--- src/design/alr_pkg.sv ---
// Shared types and fixed output widths for the antialiased line rasterizer.
package alr_pkg;

  localparam int OUT_TW   = 48;
  localparam int PX_W     = 6;
  localparam int PX2_W    = 7;
  localparam int COV_W    = 8;
  localparam int GRAD_FR  = 16;

  typedef enum logic [3:0] {
    ST_IDLE,
    ST_ORDER,
    ST_DIV_INIT,
    ST_DIV,
    ST_GRAD,
    ST_POS,
    ST_EMIT_A,
    ST_EMIT_B,
    ST_CHECK
  } alr_state_t;

  typedef enum logic [1:0] {
    SEL_FIRST,
    SEL_MID,
    SEL_LAST
  } alr_sel_t;

  typedef struct packed {
    logic     load;
    logic     order;
    logic     div_init;
    logic     div_step;
    logic     grad;
    logic     pos;
    logic     emit_a;
    logic     write_out;
    logic     start_mid;
    logic     adv;
    alr_sel_t sel;
  } alr_cmd_t;

  typedef struct packed {
    logic div_done;
    logic mid_avail;
    logic out_free;
  } alr_sts_t;

endpackage

--- src/design/alr_ctrl.sv ---
// Controller state machine that sequences setup, division and column emission.
module alr_ctrl (
  input  logic              clk,
  input  logic              rst_n,
  input  logic              in_tvalid,
  output logic              in_tready,
  output alr_pkg::alr_cmd_t cmd,
  input  alr_pkg::alr_sts_t sts
);
  import alr_pkg::*;

  alr_state_t state_r, state_nxt;
  alr_sel_t   sel_r, sel_nxt;

  always_ff @(posedge clk) begin
    if (!rst_n) begin
      state_r <= ST_IDLE;
      sel_r   <= SEL_FIRST;
    end else begin
      state_r <= state_nxt;
      sel_r   <= sel_nxt;
    end
  end

  always_comb begin
    state_nxt = state_r;
    sel_nxt   = sel_r;
    unique case (state_r)
      ST_IDLE: begin
        if (in_tvalid) state_nxt = ST_ORDER;
      end
      ST_ORDER:    state_nxt = ST_DIV_INIT;
      ST_DIV_INIT: state_nxt = ST_DIV;
      ST_DIV: begin
        if (sts.div_done) state_nxt = ST_GRAD;
      end
      ST_GRAD: state_nxt = ST_POS;
      ST_POS: begin
        state_nxt = ST_EMIT_A;
        sel_nxt   = SEL_FIRST;
      end
      ST_EMIT_A: state_nxt = ST_EMIT_B;
      ST_EMIT_B: begin
        if (sts.out_free) begin
          state_nxt = (sel_r == SEL_LAST) ? ST_IDLE : ST_CHECK;
        end
      end
      ST_CHECK: begin
        state_nxt = ST_EMIT_A;
        sel_nxt   = sts.mid_avail ? SEL_MID : SEL_LAST;
      end
      default: state_nxt = ST_IDLE;
    endcase
  end

  always_comb begin
    cmd       = '0;
    cmd.sel   = sel_r;
    in_tready = 1'b0;
    unique case (state_r)
      ST_IDLE: begin
        in_tready = 1'b1;
        cmd.load  = in_tvalid;
      end
      ST_ORDER:    cmd.order    = 1'b1;
      ST_DIV_INIT: cmd.div_init = 1'b1;
      ST_DIV:      cmd.div_step = !sts.div_done;
      ST_GRAD:     cmd.grad     = 1'b1;
      ST_POS:      cmd.pos      = 1'b1;
      ST_EMIT_A:   cmd.emit_a   = 1'b1;
      ST_EMIT_B: begin
        cmd.write_out = sts.out_free;
        cmd.start_mid = sts.out_free && (sel_r == SEL_FIRST);
        cmd.adv       = sts.out_free && (sel_r == SEL_MID);
      end
      ST_CHECK: ;
      default: ;
    endcase
  end

endmodule

--- src/design/alr_dp.sv ---
// Datapath: endpoint ordering, gradient divider, position stepping and coverage.
module alr_dp #(
  parameter int COORD_INT_BITS  = 6,
  parameter int COORD_FRAC_BITS = 4,
  parameter int COVER_BITS      = 8,
  parameter int IN_TW           = 40
) (
  input  logic                        clk,
  input  logic                        rst_n,
  input  logic [IN_TW-1:0]            in_tdata,
  input  alr_pkg::alr_cmd_t           cmd,
  output alr_pkg::alr_sts_t           sts,
  output logic                        out_tvalid,
  input  logic                        out_tready,
  output logic [alr_pkg::OUT_TW-1:0]  out_tdata,
  output logic                        out_tlast
);
  import alr_pkg::*;

  localparam int I    = COORD_INT_BITS;
  localparam int F    = COORD_FRAC_BITS;
  localparam int CW   = I + F;
  localparam int ND   = CW + GRAD_FR;
  localparam int GW   = GRAD_FR + 2;
  localparam int DW   = F + 1;
  localparam int PF   = GRAD_FR + F;
  localparam int PW   = CW + GRAD_FR + 3;
  localparam int MW   = PW - PF;
  localparam int VW   = PF + 1 + DW;
  localparam int CBW  = PF + F;
  localparam int RW   = VW + COVER_BITS;
  localparam int CVW  = (COVER_BITS > COV_W) ? COVER_BITS : COV_W;
  localparam int CNTW = $clog2(ND + 1);
  localparam int TILE_MAX = (1 << I) - 1;
  localparam int CMAX     = (1 << COVER_BITS) - 1;

  // Captured raw endpoints.
  logic [CW-1:0] rsx_r, rsy_r, rex_r, rey_r;
  // Ordered, axis-swapped endpoints.
  logic [CW-1:0] ax_r, ay_r, bx_r, by_r, dx_r, mag_r;
  logic          steep_r, neg_r;
  // Divider.
  logic [CW-1:0]   rem_r;
  logic [ND-1:0]   dq_r;
  logic [CNTW-1:0] cnt_r;
  // Gradient and endpoint terms.
  logic signed [GW-1:0] g_r;
  logic signed [DW-1:0] d1_r, d2_r;
  logic [DW-1:0]        w1_r, w2_r;
  logic [I:0]           xe1_r, xe2_r;
  // Positions.
  logic signed [PW-1:0] p1_r, p2_r, step_r, t_r;
  logic [I-1:0]         col1_r, col2_r;
  logic [I:0]           x_r;
  // Emission stage.
  logic [VW-1:0] va_r, vb_r;
  logic [I-1:0]  colA_r, minA_r;
  logic          lastA_r;
  // Output register.
  logic              ov_r;
  logic [OUT_TW-1:0] od_r;
  logic              ol_r;

  always_ff @(posedge clk) begin
    if (cmd.load) begin
      rsx_r <= in_tdata[CW-1:0];
      rsy_r <= in_tdata[2*CW-1:CW];
      rex_r <= in_tdata[3*CW-1:2*CW];
      rey_r <= in_tdata[4*CW-1:3*CW];
    end
  end

  // Steep test and left-to-right ordering.
  logic [CW-1:0] adx, ady, oax, oay, obx, oby, max_c, may_c, mbx_c, mby_c;
  logic          steep_c;
  always_comb begin
    adx     = (rex_r >= rsx_r) ? rex_r - rsx_r : rsx_r - rex_r;
    ady     = (rey_r >= rsy_r) ? rey_r - rsy_r : rsy_r - rey_r;
    steep_c = ady > adx;
    max_c   = steep_c ? rsy_r : rsx_r;
    may_c   = steep_c ? rsx_r : rsy_r;
    mbx_c   = steep_c ? rey_r : rex_r;
    mby_c   = steep_c ? rex_r : rey_r;
    if (max_c > mbx_c) begin
      oax = mbx_c; oay = mby_c; obx = max_c; oby = may_c;
    end else begin
      oax = max_c; oay = may_c; obx = mbx_c; oby = mby_c;
    end
  end

  always_ff @(posedge clk) begin
    if (cmd.order) begin
      ax_r    <= oax;
      ay_r    <= oay;
      bx_r    <= obx;
      by_r    <= oby;
      steep_r <= steep_c;
      dx_r    <= obx - oax;
      neg_r   <= oby < oay;
      mag_r   <= (oby >= oay) ? oby - oay : oay - oby;
    end
  end

  // Restoring divider, one quotient bit per cycle; quotient shifts into dq_r.
  logic [CW:0] rem_sh;
  logic        qbit;
  assign rem_sh = {rem_r, dq_r[ND-1]};
  assign qbit   = rem_sh >= {1'b0, dx_r};

  always_ff @(posedge clk) begin
    if (!rst_n) begin
      cnt_r <= '0;
    end else if (cmd.div_init) begin
      cnt_r <= CNTW'(ND);
    end else if (cmd.div_step) begin
      cnt_r <= cnt_r - 1'b1;
    end
  end

  always_ff @(posedge clk) begin
    if (cmd.div_init) begin
      rem_r <= '0;
      dq_r  <= {mag_r, {GRAD_FR{1'b0}}};
    end else if (cmd.div_step) begin
      rem_r <= qbit ? CW'(rem_sh - {1'b0, dx_r}) : rem_sh[CW-1:0];
      dq_r  <= {dq_r[ND-2:0], qbit};
    end
  end

  // Endpoint rounding terms.
  logic [CW:0] hs1, hs2;
  assign hs1 = {1'b0, ax_r} + (CW+1)'(1 << (F - 1));
  assign hs2 = {1'b0, bx_r} + (CW+1)'(1 << (F - 1));

  logic signed [GW-1:0] qs;
  assign qs = $signed({1'b0, dq_r[GRAD_FR:0]});

  always_ff @(posedge clk) begin
    if (cmd.grad) begin
      if (dx_r == '0) g_r <= GW'(1 << GRAD_FR);
      else            g_r <= neg_r ? -qs : qs;
      xe1_r <= hs1[CW:F];
      xe2_r <= hs2[CW:F];
      d1_r  <= DW'($signed({1'b0, hs1[CW:F], {F{1'b0}}}) - $signed({2'b0, ax_r}));
      d2_r  <= DW'($signed({1'b0, hs2[CW:F], {F{1'b0}}}) - $signed({2'b0, bx_r}));
      w1_r  <= DW'(1 << F) - {1'b0, hs1[F-1:0]};
      w2_r  <= {1'b0, hs2[F-1:0]};
    end
  end

  logic signed [GW+DW-1:0] gd1, gd2;
  assign gd1 = g_r * d1_r;
  assign gd2 = g_r * d2_r;

  always_ff @(posedge clk) begin
    if (cmd.pos) begin
      p1_r   <= $signed({3'b000, ay_r, {GRAD_FR{1'b0}}}) + PW'(gd1);
      p2_r   <= $signed({3'b000, by_r, {GRAD_FR{1'b0}}}) + PW'(gd2);
      step_r <= PW'(g_r) <<< F;
      col1_r <= (xe1_r > (I+1)'(TILE_MAX)) ? I'(TILE_MAX) : xe1_r[I-1:0];
      col2_r <= (xe2_r > (I+1)'(TILE_MAX)) ? I'(TILE_MAX) : xe2_r[I-1:0];
    end
  end

  // Interior column stepping.
  always_ff @(posedge clk) begin
    if (cmd.start_mid) begin
      x_r <= {1'b0, col1_r} + 1'b1;
      t_r <= p1_r + step_r;
    end else if (cmd.adv) begin
      x_r <= x_r + 1'b1;
      t_r <= t_r + step_r;
    end
  end

  // First emission stage: pick the column, split the position, weight it.
  logic signed [PW-1:0] pos_c;
  logic [DW-1:0]        w_c;
  logic [I-1:0]         col_c;
  logic [PF-1:0]        f_c;
  logic signed [MW-1:0] minor_c;
  logic [I-1:0]         minc_c;
  logic [PF:0]          omf_c;

  always_comb begin
    case (cmd.sel)
      SEL_FIRST: begin pos_c = p1_r; w_c = w1_r; col_c = col1_r; end
      SEL_LAST:  begin pos_c = p2_r; w_c = w2_r; col_c = col2_r; end
      default:   begin pos_c = t_r; w_c = DW'(1 << F); col_c = x_r[I-1:0]; end
    endcase
    f_c     = pos_c[PF-1:0];
    omf_c   = ((PF+1)'(1) << PF) - {1'b0, f_c};
    minor_c = pos_c[PW-1:PF];
    if (minor_c[MW-1])                     minc_c = '0;
    else if (minor_c > MW'(TILE_MAX))      minc_c = I'(TILE_MAX);
    else                                   minc_c = minor_c[I-1:0];
  end

  always_ff @(posedge clk) begin
    if (cmd.emit_a) begin
      va_r    <= VW'(omf_c) * VW'(w_c);
      vb_r    <= VW'({1'b0, f_c}) * VW'(w_c);
      colA_r  <= col_c;
      minA_r  <= minc_c;
      lastA_r <= (cmd.sel == SEL_LAST);
    end
  end

  // Second emission stage: scale to coverage with round half up and saturate.
  logic [RW-1:0]         ra, rb;
  logic [RW-CBW-1:0]     qa, qb;
  logic [COVER_BITS-1:0] sa, sb;
  logic [CVW-1:0]        ca, cb;
  logic [I-1:0]          fx, fy;
  logic [I:0]            sx, sy;

  always_comb begin
    ra = RW'(va_r) * RW'(CMAX) + RW'(1 << (CBW - 1));
    rb = RW'(vb_r) * RW'(CMAX) + RW'(1 << (CBW - 1));
    qa = ra[RW-1:CBW];
    qb = rb[RW-1:CBW];
    sa = (qa > (RW-CBW)'(CMAX)) ? COVER_BITS'(CMAX) : qa[COVER_BITS-1:0];
    sb = (qb > (RW-CBW)'(CMAX)) ? COVER_BITS'(CMAX) : qb[COVER_BITS-1:0];
    ca = CVW'(sa);
    cb = CVW'(sb);
    if (steep_r) begin
      fx = minA_r; fy = colA_r;
      sx = {1'b0, minA_r} + 1'b1; sy = {1'b0, colA_r};
    end else begin
      fx = colA_r; fy = minA_r;
      sx = {1'b0, colA_r}; sy = {1'b0, minA_r} + 1'b1;
    end
  end

  always_ff @(posedge clk) begin
    if (!rst_n) begin
      ov_r <= 1'b0;
    end else if (cmd.write_out) begin
      ov_r <= 1'b1;
    end else if (out_tready) begin
      ov_r <= 1'b0;
    end
  end

  always_ff @(posedge clk) begin
    if (cmd.write_out) begin
      od_r <= {6'd0, cb[COV_W-1:0], PX2_W'(sy), PX2_W'(sx), ca[COV_W-1:0],
               PX_W'(fy), PX_W'(fx)};
      ol_r <= lastA_r;
    end
  end

  assign out_tvalid    = ov_r;
  assign out_tdata     = od_r;
  assign out_tlast     = ol_r;
  assign sts.out_free  = !ov_r || out_tready;
  assign sts.div_done  = (cnt_r == '0);
  assign sts.mid_avail = x_r < {1'b0, col2_r};

endmodule

--- src/design/antialiased_line_rasterizer.sv ---
// Top level of the antialiased line rasterizer: controller plus datapath.
//
// Each input word carries one line segment with unsigned fixed-point
// endpoints inside a square tile. The block decides whether the line is steep,
// orders the endpoints along the major axis, divides for the gradient and then
// sends one output word per major-axis column: two pixels adjacent along the
// minor axis with their coverages, the endpoint columns weighted by their
// partial major-axis coverage, and tlast set on the final word of the line.
// Setup runs ordering, the restoring gradient divider (COORD_INT_BITS +
// COORD_FRAC_BITS + 16 dividend bits, 26 at the default widths), the gradient
// and the start positions; each output word then passes the two-stage coverage
// multiply and, except after the last word, the column check. Stalls on the
// output side stretch the emission phase. A new line is accepted once the last
// word of the previous one has been loaded into the output register, even
// while that word still waits to be taken.
module antialiased_line_rasterizer #(
  parameter int COORD_INT_BITS  = 6,
  parameter int COORD_FRAC_BITS = 4,
  parameter int COVER_BITS      = 8,
  parameter int IN_TW = ((4 * (COORD_INT_BITS + COORD_FRAC_BITS) + 7) / 8) * 8
) (
  input  logic                       clk,
  input  logic                       rst_n,
  input  logic                       in_tvalid,
  output logic                       in_tready,
  // Fields from bit 0 up: start_x, start_y, end_x, end_y, each
  // COORD_INT_BITS + COORD_FRAC_BITS wide, zero padding to whole bytes.
  input  logic [IN_TW-1:0]           in_tdata,
  output logic                       out_tvalid,
  input  logic                       out_tready,
  // Fields from bit 0 up: first_px_x (6), first_px_y (6), first_cover (8),
  // second_px_x (7), second_px_y (7), second_cover (8), zero padding.
  output logic [alr_pkg::OUT_TW-1:0] out_tdata,
  // last_column: set on the final word of a line.
  output logic                       out_tlast
);
  import alr_pkg::*;

  alr_cmd_t cmd;
  alr_sts_t sts;

  // The controller only sequences; all arithmetic lives in the datapath.
  alr_ctrl u_ctrl (
    .clk       (clk),
    .rst_n     (rst_n),
    .in_tvalid (in_tvalid),
    .in_tready (in_tready),
    .cmd       (cmd),
    .sts       (sts)
  );

  alr_dp #(
    .COORD_INT_BITS  (COORD_INT_BITS),
    .COORD_FRAC_BITS (COORD_FRAC_BITS),
    .COVER_BITS      (COVER_BITS),
    .IN_TW           (IN_TW)
  ) u_dp (
    .clk        (clk),
    .rst_n      (rst_n),
    .in_tdata   (in_tdata),
    .cmd        (cmd),
    .sts        (sts),
    .out_tvalid (out_tvalid),
    .out_tready (out_tready),
    .out_tdata  (out_tdata),
    .out_tlast  (out_tlast)
  );

  // Once a line is taken, the block is busy with it for the next cycle.
  a_busy_after_accept: assert property (@(posedge clk) disable iff (!rst_n)
    (in_tvalid && in_tready) |=> !in_tready)
    else $error("input accepted twice in a row");

  // A fresh output word is only loaded while a line is being emitted.
  a_word_only_when_busy: assert property (@(posedge clk) disable iff (!rst_n)
    $rose(out_tvalid) |-> $past(!in_tready))
    else $error("output word appeared while idle");

  // Reset leaves no output word pending.
  a_reset_clears_out: assert property (@(posedge clk)
    !rst_n |=> !out_tvalid)
    else $error("output valid after reset");

endmodule

--- config.mk ---
export PLATFORM = sky130hd
export DESIGN_NAME = antialiased_line_rasterizer
export DESIGN_NICKNAME = d
export VERILOG_FILES = /design/src/design/alr_pkg.sv /design/src/design/alr_ctrl.sv /design/src/design/alr_dp.sv /design/src/design/antialiased_line_rasterizer.sv
export SDC_FILE = /design/constraint.sdc
export NUM_CORES = 2
export LEC_CHECK = 0
export BUFFER_PORTS_ARGS = -buffer_cell sky130_fd_sc_hd__buf_2
export CORE_ASPECT_RATIO = 1.5
export CORE_UTILIZATION = 23
export CTS_BUF_LIST = sky130_fd_sc_hd__clkbuf_16
export CTS_CLUSTER_DIAMETER = 150
export CTS_CLUSTER_SIZE = 40
export DETAILED_ROUTE_END_ITERATION = 8
export PLACE_DENSITY = 0.39
export SETUP_SLACK_MARGIN = 0.3
export SKIP_CTS_REPAIR_TIMING = 1
export SYNTH_ARGS = -nofsm -noshare
export SYNTH_HDL_FRONTEND = slang
export SYNTH_SLANG_ARGS = --single-unit
--- constraint.sdc ---
create_clock -name clk -period 23.2 [get_ports clk]
set_input_delay 2.32 -clock clk [delete_from_list [all_inputs] [get_ports clk]]
set_output_delay 2.32 -clock clk [all_outputs]
set_load 0.1 [all_outputs]
==> results by group <==
Logic synthesis
  • Mapped Cells: 4165
  • Simple-Gate Fraction of Synth Area: 0.120
  • Mux cell area share after synthesis: 0.0363
  • Post-synth ARST share: 0
  • Area contributors post-synth: edfxtp_1, fa_1, ha_1
  • Yosys warnings: 0
  • Synth cell types: 85
  • Top FF cell, synth: edfxtp_1
  • Post-Synth Adder-Cell Area: 0.350
  • Syn avg cell area: 10.4 um^2
  • Sequential area share after synthesis: 0.287
  • Post-synth EDFFs: 387
  • Post-synth top area share: 0.270
  • Compound-Gate Fraction of Synth Area: 0.0930
  • Largest family of logic cells by synthesized area: adder cells
  • Flops & latches, synth: 425
  • Cell taking the most area after synthesis: edfxtp_1
  • XOR/XNOR Fraction of Synth Area: 0.0504
  • Mapped cell area: 43100 um^2

Critical path
  • CP max FO: 67
  • CP most frequent cell: a21oi_1
  • CP Launch Type: register
  • Critical path class: reg -> reg
  • Worst path arrival time: 11.78 ns
  • Slowest stage delay, CP: 0.66 ns
  • CP max stage cell: buf_4
  • Data required, critical path: 23.60 ns
  • Endpoint class of the critical path: register

Global routing
  • Antenna violations before repair: 3
  • GRT overflow: 0
  • All-layer global routing usage: 0.117
  • First-pass GRT wire length: 173000 um
  • Vias in the first global route: 31000
  • Largest net degree at the start of global routing: 75

Placed design
  • GPL Wtd Cong: 0.806
  • Dpl hpwl: 92300 um
  • DP Area: 46500 um^2
  • IO buf count: 88
  • Pre-CTS setup slack: 11.64 ns

Timing
  • Max Clk Rate: 0.0878 GHz
  • Layout Skew: 0.0610 ns
  • Setup Total Neg Slack: 0 ns
  • Period utilization: 0.491
  • Worst slew pin tran: 1.08 ns
  • Fin crit period: 11.38 ns
  • WHS: 0.430 ns
  • Final hold vios: 0
  • Setup ws final: 11.82 ns
  • Setup-failing EPs final: 0
  • Fin. max-slew vios: 0
  • Max_slew headroom: 0.279
  • RSZ-0062 raised after global routing: false

Clocking
  • Clock transition at path regs: 0.15 ns
  • Insertion delay to the later sink of the worst-skew pair: 0.63 ns
  • Number of buffers created by CTS: 17
  • Clock Tree Buf Depth: 3
  • CTS tree: yes
  • Sink Count: 425
  • CTS root buf: clkbuf_16
  • H-tree depth: 1

Die
  • Die ar.: 189000 um^2
  • FP Rows: 194
  • Core footprint: 186000 um^2
  • IO Count: 95
  • Die H: 532 um
  • Initial Util: 0.232
  • Die W: 355 um

Outcome
  • Outcome: finished, violations left
  • Failing checks: design-rule violations

Route
  • Wire per inst: 16.4 um
  • Final ANT Viol Nets: 0
  • Remaining DRCs: 8
  • Violation count after the first detailed-route iteration: 989
  • Vias per cell: 4.23
  • Via count: 28100
  • Wirelength, routed: 109000 um
  • DR pass1 iterations: 7

Finish
  • P&R area growth vs syn: 9.20%
  • Finished Cell Area: 47100 um^2
  • Share of cells above drive strength 1: 0.0662
  • Nets: 5133

Worst hold path
  • Min-delay worst type: reg -> reg

Run
  • Max_cap viols: 0
## registers in the layout, indices dropped and copies added, names as in the netlist, 18 cells and up
register / count
u_dp.out_tdata: 42
u_dp.p2_r: 28
u_dp.t_r: 29
u_dp.dq_r: 26
u_dp.vb_r: 24
u_dp.p1_r: 28
u_dp.step_r: 18
u_dp.g_r: 18
u_dp.va_r: 26
## Yosys cell counts (4+ instances only)
cell type,count
inv_1,572
or2_2,29
o41ai_1,7
a211oi_1,21
o31a_1,5
edfxtp_1,387
nor3_1,60
mux2i_1,92
xor2_1,82
or3_1,29
a21oi_1,187
dfxtp_1,38
and2_1,104
o21ai_1,10
nand2_1,371
a31oi_1,13
ha_1,397
or4_1,4
clkbuf_1,100
maj3_1,4
buf_1,19
a41oi_1,5
o211ai_1,10
nand4_1,17
buf_6,4
a221oi_1,5
nor2b_1,35
fa_1,504
nand3_1,65
a22o_1,11
o21a_1,44
a211o_1,5
a21o_1,59
buf_4,7
and3_1,19
o31ai_1,13
nor2_1,286
a311oi_1,5
nor4_1,5
mux2_2,52
a21boi_0,8
xnor2_1,166
o21bai_1,30
o21ai_0,142
nand2b_1,72
## path summary, 6_finish.rpt
kind / start / to / slack, ns / cells after the start
setup / recovery: u_dp.rex_r[0] / u_dp.mag_r[9] / 11.82 / 50
setup reg to reg: u_dp.rex_r[0] / u_dp.mag_r[9] / 11.82 / 50
hold reg to reg: u_dp.lastA_r / u_dp.out_tlast / 0.43 / 0
hold / removal: u_dp.lastA_r / u_dp.out_tlast / 0.43 / 0
## critical path, delay by kind of cell (launching register included)
kind	cells	cell delay, ns
multiplexers	3	1.13
buffers and inverters	6	1.31
AND/OR/NAND/NOR	7	0.81
adder cells (fa/ha/maj)	6	1.86
AO/OA/AOI/OAI	26	5.30
XOR/XNOR	2	0.26
flip-flops	1	0.45
## cell families (layout without fill, tap and decap cells)
kind of cell             Yosys count  after routing
AND/OR/NAND/NOR                 1109           1109
AO/OA/AOI/OAI                    625            625
other                              1              8
adder cells (fa/ha/maj)          905            905
flip-flops                       425            425
XOR/XNOR                         248            248
multiplexers                     147            147
buffers and inverters            705            733
## cell usage in the layout (no fill, tap or decap), types with 21 or more instances in the layout
cell type    n
inv_1      574
fa_1       504
ha_1       397
edfxtp_1   387
nand2_1    371
nor2_1     282
a21oi_1    187
xnor2_1    166
o21ai_0    142
and2_1     103
mux2i_1     92
buf_2       88
xor2_1      82
nand2b_1    72
nand3_1     65
a21o_1      59
nor3_1      56
mux2_2      52
o21a_1      44
buf_4       44
dfxtp_1     36
nor2b_1     35
o21bai_1    30
or3_1       29
or2_2       29
a211oi_1    21
## layout make-up
cell class | count | area [um^2]
Fill cell | 19800 | 139000
Multi-Input combinational cell | 3040 | 28100
Sequential cell | 425 | 12400
Tap cell | 2450 | 3070
Inverter | 572 | 2150
Timing Repair Buffer | 132 | 771
Clock buffer | 17 | 425
Clock inverter | 12 | 171
Antenna cell | 2 | 5.00
## stage by stage
| step | util | std cells |
|---|---|---|
| after floorplan | - | 4170 |
| after detailed placement | 0.250 | 6619 |
| final | 0.253 | 6650 |
| after global routing | 0.253 | 6649 |
| after global placement | 0.250 | 6619 |
| after CTS | 0.253 | 6648 |
## routing by layer
metal  global-route usage  wire length [um]  up-vias
li1                     -                 -    13900
met1                0.119             40100    14000
met2                0.246             64300      199
met3              0.00689              1570       91
met4               0.0319              2870        4
met5                    0                31        -
Power is not shown: default switching activity piles up to over one toggle a cycle in this logic, so the estimate is an artifact.
